--- src/rtl/fba_pkg.sv ---
`default_nettype none

package fba_pkg;

  localparam int MAX_FRAMES_DEF = 4096;
  localparam int WORD_BITS_DEF  = 64;

  localparam int FRAME_W  = 12;
  localparam int COUNT_W  = 13;
  localparam int STATUS_W = 2;

  localparam logic [COUNT_W-1:0] USABLE_RESET = 13'd4096;

  localparam logic OP_ALLOC = 1'b0;
  localparam logic OP_MARK  = 1'b1;

  localparam logic [STATUS_W-1:0] STATUS_OK    = 2'd0;
  localparam logic [STATUS_W-1:0] STATUS_FULL  = 2'd1;
  localparam logic [STATUS_W-1:0] STATUS_RANGE = 2'd2;

  typedef enum logic [1:0] {
    S_CLEAR,
    S_IDLE,
    S_SCAN
  } fba_state_t;

  typedef struct packed {
    logic clear_en;
    logic accept;
    logic scan_en;
  } fba_cmd_t;

  typedef struct packed {
    logic clear_last;
    logic mark_range;
    logic scan_done;
  } fba_stat_t;

endpackage

`default_nettype wire

--- src/rtl/fba_ctrl.sv ---
`default_nettype none

module fba_ctrl (
  input  wire logic          clk,
  input  wire logic          rst,
  input  wire logic          start,
  input  wire fba_pkg::fba_stat_t stat,
  output fba_pkg::fba_cmd_t  cmd,
  output logic               busy
);

  fba_pkg::fba_state_t state, state_next;

  always_ff @(posedge clk) begin
    if (rst) begin
      state <= fba_pkg::S_CLEAR;
    end else begin
      state <= state_next;
    end
  end

  always_comb begin
    state_next = state;
    case (state)
      fba_pkg::S_CLEAR: begin
        if (stat.clear_last) state_next = fba_pkg::S_IDLE;
      end
      fba_pkg::S_IDLE: begin
        if (start && !stat.mark_range) state_next = fba_pkg::S_SCAN;
      end
      fba_pkg::S_SCAN: begin
        if (stat.scan_done) state_next = fba_pkg::S_IDLE;
      end
      default: state_next = fba_pkg::S_IDLE;
    endcase
  end

  always_comb begin
    cmd  = '0;
    busy = 1'b1;
    case (state)
      fba_pkg::S_CLEAR: begin
        cmd.clear_en = 1'b1;
      end
      fba_pkg::S_IDLE: begin
        busy       = 1'b0;
        cmd.accept = start;
      end
      fba_pkg::S_SCAN: begin
        cmd.scan_en = 1'b1;
      end
      default: begin
        busy = 1'b1;
      end
    endcase
  end

endmodule

`default_nettype wire

--- config.mk ---
export PLATFORM = sky130hd
export DESIGN_NAME = fba_ctrl
export DESIGN_NICKNAME = d
export VERILOG_FILES = /design/src/rtl/fba_pkg.sv /design/src/rtl/fba_ctrl.sv
export SDC_FILE = /design/constraint.sdc
export NUM_CORES = 1
export LEC_CHECK = 0
export ABC_AREA = 1
export BUFFER_PORTS_ARGS = -buffer_cell sky130_fd_sc_hd__buf_2
export CORE_AREA = 2 2 39 41
export DETAILED_ROUTE_END_ITERATION = 7
export DIE_AREA = 0 0 41 43
export GPL_ROUTABILITY_DRIVEN = 0
export HOLD_SLACK_MARGIN = 0.06
export PLACE_DENSITY = 0.3
export SLEW_MARGIN = 30
export SYNTH_ARGS = -nofsm -noshare
export SYNTH_HDL_FRONTEND = slang
export SYNTH_SLANG_ARGS = --single-unit
--- constraint.sdc ---
create_clock -name clk -period 2.1 [get_ports clk]
set_input_delay 0.42 -clock clk [delete_from_list [all_inputs] [get_ports clk]]
set_output_delay 0.42 -clock clk [all_outputs]
set_load 0.1 [all_outputs]
# Yosys cells after proc, flatten, opt, wreduce, memory -nomap -nowiden
# Index checks and enable logic that the tools add are counted.
[totals] reg_bits=2 in_bits=6 word_cells=18
[op_classes] eq_ne=5 n_mux=8 n_reduce_logical=4
[op_table] operator="2-bit two-way mux" n=3
[op_table] operator="2-bit != test, second input constant" n=3
[op_table] operator="2-bit case mux with 3 select lines" n=1
[op_table] operator="1-bit two-way mux" n=4
[op_table] operator="3-bit AND reduction" n=1
[op_table] operator="2-bit by 1-bit equality test with 1-bit output, second input constant" n=1
[op_table] operator="2-bit equality test, second input constant" n=1
[op_table] operator="2-bit logical NOT" n=1
[op_table] operator="1-bit logical AND" n=1
[op_table] operator="1-bit logical NOT" n=1

# Longest topological paths before layout
# Gate-level depths: netlist of the first run.
[logic_depth] word_depth=4 mapped_depth=6 depth_no_buf=6

# Least setup slack after synthesis of the first run
# Ideal clock, no wire load.
[synth_timing] path_type="reg-to-output" start="register state[0]" end="output cmd[1] (netlist name)" arrival_ps=2117 required_time_ps=1680 slack_ps=-437 stages_incl_launch_ff=3 n_path_buf=0 cell_sequence="dfxtp_1 > nand2_2 > nor2_1"
[synth_lines] item="start: declaration" line="fba_ctrl.sv:12" source="fba_pkg::fba_state_t state, state_next;"
[synth_lines] item="start signal: assignment" line="fba_ctrl.sv:16" source="state <= fba_pkg::S_CLEAR;"
[synth_lines] item="start signal: assignment" line="fba_ctrl.sv:18" source="state <= state_next;"
[synth_lines] item="end: declaration" line="fba_ctrl.sv:8" source="output fba_pkg::fba_cmd_t cmd,"

==> results of run 1 <==
==> worst reg2reg max path, cell delays in order (launching register included) <==
cell      delay (ns)
dfxtp_1         0.35
inv_1           0.08
nand2_2         0.10
nor2_2          0.06
o21bai_2        0.18
nand2_1         0.06
inv_1           0.03
==> worst min path at each step <==
| stage | depth (start not counted) | to | from |
|---|---|---|---|
| 5_1_grt | 4 | state[0]$_SDFFE_PP0P_ | rst |
| 6_report | 4 | state[0]$_SDFFE_PP0P_ | rst |
| 3_3_place_gp | 4 | state[0]$_SDFFE_PP0P_ | rst |
| 4_1_cts | 4 | state[0]$_SDFFE_PP0P_ | rst |
| 3_5_place_dp | 4 | state[0]$_SDFFE_PP0P_ | rst |
| 2_1_floorplan | 3 | state[0]$_SDFFE_PP0P_ | rst |
==> cells in the final DEF (no fill, tap or decap), drive strengths merged <==
| master | count |
|---|---|
| nand2 | 4 |
| clkbuf | 3 |
| o21bai | 1 |
| nand3 | 1 |
| nand3b | 1 |
| nor3 | 1 |
| nor2 | 6 |
| buf | 9 |
| dfxtp | 2 |
| inv | 8 |
==> report_power, final <==
part / switching, mW / internal (mW) / leakage [nW]
Combinational: 0.184 / 0.0427 / 0.111
Clock: 0.0189 / 0.0628 / 0.0138
Sequential: 0.0101 / 0.0479 / 0.0166
Total: 0.213 / 0.153 / 0.142
==> stage by stage <==
stage               setup slack (ns)  cell area [µm²]  power, mW  cells  util, %
global route                   0.359              234      0.395     52     16.9
global placement               0.632              211      0.289     49     15.3
floorplan                    0.00848              146      0.255     24        -
finish                         0.466              234      0.366     52     16.9
detailed placement             0.634              211      0.287     49     15.3
CTS                            0.446              234      0.373     52     16.9
==> routing by layer <==
layer | routed length [µm] | vias to the layer above
met5 | 0 | -
met4 | 0 | 0
met3 | 49 | 0
met2 | 114 | 9
met1 | 150 | 62
li1 | - | 92
==> final cells by class <==
class / count / area [µm²] / area share (%)
Clock buffer: 3 / 22.5 / 9.63
Inverter: 8 / 30.0 / 12.8
Multi-Input combinational cell: 14 / 76.3 / 32.6
Sequential cell: 2 / 40.0 / 17.1
Tap cell: 16 / 20.0 / 8.56
Timing Repair Buffer: 9 / 45.0 / 19.3
==> kinds of logic after synthesis <==
family | share of synthesized area [%]
AO/OA/AOI/OAI | 7.96
buffers and inverters | 21.2
AND/OR/NAND/NOR | 42.5
flip-flops | 28.3
==> metrics.md, run 1 <==
| Metric | Value |
|---|---|
| Run status | finished clean |
| Vias in the first global route | 165 |
| Post-cts resize count | 0 |
| Synth Area per Inst | 5.89 µm² |
| Die ar. | 1760 µm² |
| TNS Setup | 0 ns |
| R2R cell count | 6 |
| Fmax | 0.612 GHz |
| Area Growth Syn to Fin | 65.5% |
| Global route overflow | 0 |
| Initial antenna violation count | 0 |
| RSZ-0062 raised after global routing | false |
| Buf/Inv on CP | 1 |
| Reg2Reg Setup Slack | 1.15 ns |
| DRT iter0 DRCs | 3 |
| Top-area cell type share of the netlist area | 28.3% |
| Met1 Track Usage GR | 5.75% |
| Post-synthesis instance area | 141 µm² |
| Crit Reg-Reg Endpoint | state[0]$_SDFFE_PP0P_ |
| Final ANT Viol Nets | 0 |
| Setup Viol. Count Final | 0 |
| Synth Instances | 24 |
| Crit. End Element | output port |
| Total CTS buffers | 3 |
| Met3 usage | 3.14% |
| CTS tree | done |
| Crit path DAT | 1.21 ns |
| Ports | 10 |
| Warnings, synthesis | 0 |
| Port bufs | 9 |
| Crit path cell chain | nand2_2 > nor2_2 > buf_2 |
| Hold Violations, Final | 0 |
| Post-CTS setup buffers | 0 |
| Synth cell types | 11 |
| Diode count | 0 |
| Layout cells sized above 1 | 50.0% |
| Largest registers | state (2) |
| Post-synth top flop | dfxtp_1 |
| Clock Pin Slew Worst Setup and Hold Paths | 0.03 ns |
| Top Usage Layer GRT | met2 |
| Worst reg2reg startpoint | state[1]$_SDFFE_PP0P_ |
| CTS root buf | clkbuf_4 |
| Post-synth top cells | 7 x inv_1, 5 x nor2_1, 3 x nand2_1, 2 x dfxtp_1 |
| Clk_skew | 0.00255 ns |
| Critical Path Max Stage Delay | 0.42 ns |
| Synth top area cells | dfxtp_1 28%, inv_1 19%, nor2_1 13% |
| CP Max Fanout | 4 |
| Hold-fix buffers, CTS | 0 |
| Average routed wire per standard cell | 6.04 µm |
| Final worst-path cycle share | 77.8% |
| Post-synth EDFFs | 0 |
| Max-slew violations | 0 |
| Top reg by flops | state |
| CP max-delay cell | buf_2 |
| Max-capacitance violation count | 0 |
| Synthesized flop and latch total | 2 |
| Starting Density | 10.2% |
| Largest area contributor in the netlist | dfxtp_1 |
| Clock sinks | 2 |
| DRC viols | 0 |
| First-pass GRT wire length | 586 µm |
| Fill cells | 165 |
| Seq/Total Area, Yosys | 28.3% |
| Clk Latency, worst-skew pair | 0.22 ns |
| Slew Limit Headroom | 67.7% |
| WL final | 314 µm |
| Met2 Usage GRT | 6.56% |
| Critical path class | reg -> out |
| Total GRT Usage | 5.11% |
| Post-synth ARST share | 0% |
| Core area | 1380 µm² |
| Die Height | 43 µm |
| P per Cell Area | 1560 nW/µm² |
| Worst setup path start | state[0]$_SDFFE_PP0P_ |
| Worst Hold Class | in -> reg |
| Max reg flops | 2 |
| Levels on crit path | 3 |
| Crit path capture | cmd[1] |
| Dpl hpwl | 274 µm |
| Largest net degree at the start of global routing | 5 |
| Vias | 163 |
| # nets final | 44 |
| Leak pwr | 0.142 nW |
| H-tree levels | 1 |
| Worst-Margin Slew | 0.488 ns |
| Die width | 41 µm |
| CP delay by family, top | buffers and inverters |
| Critical Path RT | 1.68 ns |
| Clk buf depth | 2 |
| Via/cell ratio | 3.13 |
| Mapped Nets | 30 |
| Setup crit start kind | flip-flop |
| 1st-pass router iterations | 3 |
| Min Hold Slack | 0.448 ns |
| Count leader, synth | inv_1 |
| Final Critical Period | 1.63 ns |
| Row Count | 14 |
| Max IR drop VDD | 548 µV |
(Power assumes the default switching activity.)
==> run 2, diff against run 1 <==
--- a/config.mk
+++ b/config.mk
@@ -12,7 +12,7 @@
 export DIE_AREA = 0 0 41 43
 export GPL_ROUTABILITY_DRIVEN = 0
 export HOLD_SLACK_MARGIN = 0.06
-export PLACE_DENSITY = 0.3
+export PLACE_DENSITY = 0.31
 export SLEW_MARGIN = 30
 export SYNTH_ARGS = -nofsm -noshare
 export SYNTH_HDL_FRONTEND = slang
==> constraint.sdc (replaced) <==
create_clock -name clk -period 1.45 [get_ports clk]
set_input_delay 0.29 -clock clk [delete_from_list [all_inputs] [get_ports clk]]
set_output_delay 0.29 -clock clk [all_outputs]
set_load 0.1 [all_outputs]
==> run 2 against run 1 <==
Compared with the run above:
- die area stayed put
- first-iteration DRC count is 67% lower
- cell area is 29% higher
- largest power group unchanged
==> metrics.md, run 2 (synthesis gave the netlist of run 1 again) <==
| Metric | Value |
|---|---|
| Run status | finished clean |
| Max reg flops | 2 (unchanged) |
| 1st-pass router iterations | 2 (-1) |
| Largest registers | state (2) |
| Total GRT Usage | 4.71% (-0.40 points) |
| Hold-fix buffers, CTS | 0 (unchanged) |
| Clk_skew | 0.00279 ns (+0.000247 ns) |
| Via/cell ratio | 3.17 (+1.2%) |
| Clk buf depth | 2 (unchanged) |
| RSZ-0062 raised after global routing | false |
| Initial antenna violation count | 0 (unchanged) |
| P per Cell Area | 2130 nW/µm² (+36%) |
| Hold Path Stages | 4 (unchanged) |
| Worst Hold Class | in -> reg |
| Clock sinks | 2 (unchanged) |
| Final Critical Period | 1.37 ns |
| Total CTS buffers | 3 (unchanged) |
| Vias | 165 (+1.2%) |
| Fmax | 0.729 GHz |
| Final ANT Viol Nets | 0 (unchanged) |
| Max-capacitance violation count | 0 (unchanged) |
| TNS Setup | 0 ns (unchanged) |
| Hold Violations, Final | 0 (unchanged) |
| Core area | 1380 µm² (unchanged) |
| Die ar. | 1760 µm² (unchanged) |
| DRC viols | 0 (unchanged) |
| Critical Path RT | 1.16 ns (-0.52 ns) |
| Crit. End Element | output port |
| Die Height | 43 µm (unchanged) |
| Overall Power | 0.643 mW (+76%) |
| Worst reg2reg startpoint | state[1]$_SDFFE_PP0P_ |
| Ports | 10 (unchanged) |
| Most frequent cells in the layout | 7 x inv_1, 5 x buf_2, 4 x buf_12 |
| Leak pwr | 0.161 nW (+14%) |
| H-tree levels | 1 (unchanged) |
| Largest net degree at the start of global routing | 5 (unchanged) |
| Starting Density | 10.2% (unchanged) |
| Hold_sp | rst |
| Hold Path End | state[0]$_SDFFE_PP0P_ |
| Vias in the first global route | 152 (-7.9%) |
| Setup Viol. Count Final | 0 (unchanged) |
| Worst-Margin Slew | 0.184 ns (-0.304 ns) |
| Reg2Reg Setup Slack | 0.41 ns (-0.74 ns) |
| Post-CTS setup buffers | 0 (unchanged) |
| DRT iter0 DRCs | 1 (-2) |
| Diode count | 0 (unchanged) |
| Setup crit start kind | flip-flop |
| CTS tree | done |
| First-pass GRT wire length | 545 µm (-7.0%) |
| Global route overflow | 0 (unchanged) |
| Crit path DAT | 1.08 ns (-0.13 ns) |
| Top reg by flops | state |
| CTS root buf | clkbuf_4 |
| Slew Limit Headroom | 87.7% (+20 points) |
| Layout cells sized above 1 | 52.8% (+2.8 points) |
| Average routed wire per standard cell | 6.37 µm (+5.4%) |
| Port bufs | 9 (unchanged) |
| Row Count | 14 (unchanged) |
| Area Growth Syn to Fin | 113% |
| Most common cell after layout, fill and taps aside | inv_1 |
| # nets final | 44 (unchanged) |
| R2R cell count | 6 (unchanged) |
| Clk Latency, worst-skew pair | 0.22 ns (about the same) |
| Dpl hpwl | 268 µm (-2.5%) |
| Final worst-path cycle share | 94.7% |
| Max IR drop VDD | 611 µV (+11%) |
| Clock Pin Slew Worst Setup and Hold Paths | 0.03 ns (about the same) |
| Max-slew violations | 0 (unchanged) |
| WL final | 331 µm (+5.4%) |
| Die width | 41 µm (unchanged) |
| CP Max Fanout | 4 (unchanged) |
| Post-cts resize count | 0 (unchanged) |
| Critical path class | reg -> out |
| Crit Reg-Reg Endpoint | state[0]$_SDFFE_PP0P_ |
run 2: critical path: stages (launching register included):
cell and delay (ns):
dfxtp_1 0.40, nand2_2 0.15, nor2_4 0.13, buf_12 0.18
run 2: worst max path at each step:
stage                                from                     to  slack, ns  cells past startpoint
global route        state[0]$_SDFFE_PP0P_                 cmd[1]       0.02                      3
detailed placement  state[0]$_SDFFE_PP0P_                 cmd[1]       0.30                      3
global placement    state[0]$_SDFFE_PP0P_                 cmd[1]       0.29                      3
floorplan           state[0]$_SDFFE_PP0P_  state[0]$_SDFFE_PP0P_      -0.25                      6
finish              state[0]$_SDFFE_PP0P_                 cmd[1]       0.08                      3
CTS                 state[0]$_SDFFE_PP0P_                 cmd[1]       0.06                      3
run 2: layout make-up:
| cell class | instances | area (µm²) |
|---|---|---|
| fillers | 153 | 1080 |
| repair buffers | 9 | 105 |
| multi-input cells | 14 | 83.8 |
| flip-flops and latches | 2 | 40.0 |
| inverters | 8 | 30.0 |
| clock buffers | 3 | 22.5 |
| well taps | 16 | 20.0 |
run 2: metrics by stage:
step / util (%) / setup WS [ns] / instances / cell area, µm² / hold WS (ns)
floorplan: - / -0.246 / 24 / 154 / 0.443
global placement: 20.2 / 0.289 / 49 / 279 / 0.553
detailed placement: 20.2 / 0.300 / 49 / 279 / 0.552
CTS: 21.8 / 0.0567 / 52 / 302 / 0.321
global route: 21.8 / 0.0159 / 52 / 302 / 0.332
finish: 21.8 / 0.0775 / 52 / 302 / 0.320
run 2: layer usage:
metal  vias up  track usage (%)  routed length [µm]
li1         92                -                   -
met1        60             6.39                 153
met4         0             6.00                  17
met5         -                0                   0
met2        11             5.63                 128
met3         2                0                  31
run 2: where the power goes:
group	switching (mW)	total, mW	internal [mW]
Sequential	0.0157	0.0850	0.0693
Clock	0.0314	0.123	0.0912
Combinational	0.287	0.435	0.148
Total	0.334	0.643	0.309
==> run 3, diff against run 2 <==
--- a/config.mk
+++ b/config.mk
@@ -7,12 +7,15 @@
 export LEC_CHECK = 0
 export ABC_AREA = 1
 export BUFFER_PORTS_ARGS = -buffer_cell sky130_fd_sc_hd__buf_2
+export CAP_MARGIN = 20
+export CELL_PAD_IN_SITES_DETAIL_PLACEMENT = 1
+export CELL_PAD_IN_SITES_GLOBAL_PLACEMENT = 1
 export CORE_AREA = 2 2 39 41
 export DETAILED_ROUTE_END_ITERATION = 7
 export DIE_AREA = 0 0 41 43
 export GPL_ROUTABILITY_DRIVEN = 0
 export HOLD_SLACK_MARGIN = 0.06
-export PLACE_DENSITY = 0.31
+export PLACE_DENSITY = 0.42
 export SLEW_MARGIN = 30
 export SYNTH_ARGS = -nofsm -noshare
 export SYNTH_HDL_FRONTEND = slang
==> run 3 against run 2 <==
Compared with the run above:
- global-route usage increased by 1.7 points
- maximum frequency increased by 0.23%
- clock power about the same
- flip-flop and latch count unchanged
- clock skew decreased by 0.0010 ns
- critical path type unchanged
- critical endpoint unchanged
- largest cell class unchanged
- highest routed layer is now met3
==> metrics.md, run 3 (synthesis gave the netlist of run 1 again) <==
| Metric | Value |
|---|---|
| Top reg by flops | state |
| Hold-fix buffers, CTS | 0 (unchanged) |
| Vias | 185 (+12%) |
| Setup Viol. Count Final | 0 (unchanged) |
| Largest net degree at the start of global routing | 5 (unchanged) |
| Clk buf depth | 2 (unchanged) |
| Final Critical Period | 1.37 ns (-0.00315 ns) |
| Critical Path RT | 1.16 ns (about the same) |
| Largest registers | state (2) |
| Leak pwr | 0.161 nW (unchanged) |
| Fill cells | 179 (+17%) |
| Most common cell after layout, fill and taps aside | inv_1 |
| Max-slew violations | 0 (unchanged) |
| Die Height | 43 µm (unchanged) |
| DRT iter0 DRCs | 0 (-1) |
| Total GRT Usage | 6.41% (+1.7 points) |
| Starting Density | 10.2% (unchanged) |
| Most frequent cells in the layout | 7 x inv_1, 5 x buf_2, 4 x buf_12 |
| Vias in the first global route | 212 (+39%) |
| Die ar. | 1760 µm² (unchanged) |
| Final ANT Viol Nets | 0 (unchanged) |
| Port bufs | 9 (unchanged) |
| Core area | 1380 µm² (unchanged) |
| First-pass GRT wire length | 765 µm (+40%) |
| Clk Latency, worst-skew pair | 0.22 ns (about the same) |
| Via/cell ratio | 3.56 (+12%) |
| Clock share of power | 18.6% (-0.5 points) |
| Slew Limit Headroom | 87.9% (+0.22 points) |
| Critical path class | reg -> out |
| P per Cell Area | 2140 nW/µm² (+0.20%) |
| # nets final | 44 (unchanged) |
| Post-CTS setup buffers | 0 (unchanged) |
| Clk_skew | 0.00178 ns (-0.00102 ns) |
| Area of the multi-input gates | 83.8 µm² (unchanged) |
| Fmax | 0.730 GHz (+0.23%) |
| Ports | 10 (unchanged) |
| Average routed wire per standard cell | 7.94 µm (+25%) |
| CP Max Fanout | 4 (unchanged) |
| Initial antenna violation count | 0 (unchanged) |
| Row Count | 14 (unchanged) |
| RSZ-0062 raised after global routing | false |
| WL final | 413 µm (+25%) |
| Max IR drop VDD | 793 µV (+30%) |
| Setup crit start kind | flip-flop |
| Total CTS buffers | 3 (unchanged) |
| Clock sinks | 2 (unchanged) |
| Layout cells sized above 1 | 52.8% (unchanged) |
| Die width | 41 µm (unchanged) |
| DRC viols | 0 (unchanged) |
| Post-cts resize count | 0 (unchanged) |
| Clock Pin Slew Worst Setup and Hold Paths | 0.03 ns (about the same) |
| Min Hold Slack | 0.330 ns (+0.00944 ns) |
| Diode count | 0 (unchanged) |
| Dpl hpwl | 381 µm (+42%) |
| Worst-Margin Slew | 0.181 ns (-0.00332 ns) |
| Max reg flops | 2 (unchanged) |
| Overall Power | 0.644 mW (+0.20%) |
| Switch Pwr | 0.335 mW (+0.42%) |
| Hold Violations, Final | 0 (unchanged) |
| H-tree levels | 1 (unchanged) |
| CTS tree | done |
| Switch share | 52.1% (+0.12 points) |
| Seq. cell area | 40.0 µm² (unchanged) |
| CTS root buf | clkbuf_4 |
| Final worst-path cycle share | 94.4% (-0.22 points) |
| Global route overflow | 0 (unchanged) |
| Worst Hold Class | in -> reg |
| Max-capacitance violation count | 0 (unchanged) |
| Combinational power share | 68.3% (+0.6 points) |
| Crit. End Element | output port |
| Internal | 0.309 mW (about the same) |
| Run status | finished clean |
| Crit path DAT | 1.08 ns (about the same) |
| Final core occ | 21.8% (unchanged) |
| 1st-pass router iterations | 1 (-1) |
| Area Growth Syn to Fin | 113% (unchanged) |
| Part of the power in registers | 13.1% (about the same) |
## run 3: worst paths after layout
kind                               from                    end  slack, ns  depth (start not counted)
setup / recovery  state[0]$_SDFFE_PP0P_                 cmd[1]       0.08                          3
hold / removal                      rst  state[0]$_SDFFE_PP0P_       0.33                          4
setup reg to reg  state[1]$_SDFFE_PP0P_  state[1]$_SDFFE_PP0P_       0.41                          5
hold reg to reg   state[1]$_SDFFE_PP0P_  state[0]$_SDFFE_PP0P_       0.72                          5
## run 3: per-layer routing
layer	GRT usage, %	routed length (µm)	vias up
met5	0	0	-
met3	1.57	41	0
li1	-	-	92
met2	10.0	209	9
met1	7.35	162	84
met4	4.00	0	0
## run 3: cell type report
class                   count  area share [%]
clock buffers               3            7.47
repair buffers              9            34.9
multi-input cells          14            27.8
inverters                   8            9.96
flip-flops and latches      2            13.3
well taps                  16            6.64
## run 3: power by group through the flow
stage	Clock [mW]	Combinational [mW]	Sequential, mW
3_5_place_dp	0	0.444	0.0861
2_1_floorplan	0	0.294	0.0831
6_report	0.120	0.440	0.0845
4_1_cts	0.126	0.445	0.0854
3_3_place_gp	0	0.438	0.0846
5_1_grt	0.130	0.465	0.0870
## run 3: metrics by stage
stage                     instances  setup slack (ns)  area [µm²]  TNS, ns
after floorplan                  24            -0.246         154   -0.703
after global placement           49             0.318         279        0
after detailed placement         49             0.296         279        0
after CTS                        52            0.0544         302        0
after global routing             52            0.0102         302        0
final                            52            0.0806         302        0
## run 3: critical path, stage by stage (launching register included)
cell,delay [ns]
dfxtp_1,0.40
nand2_2,0.15
nor2_4,0.13
buf_12,0.18
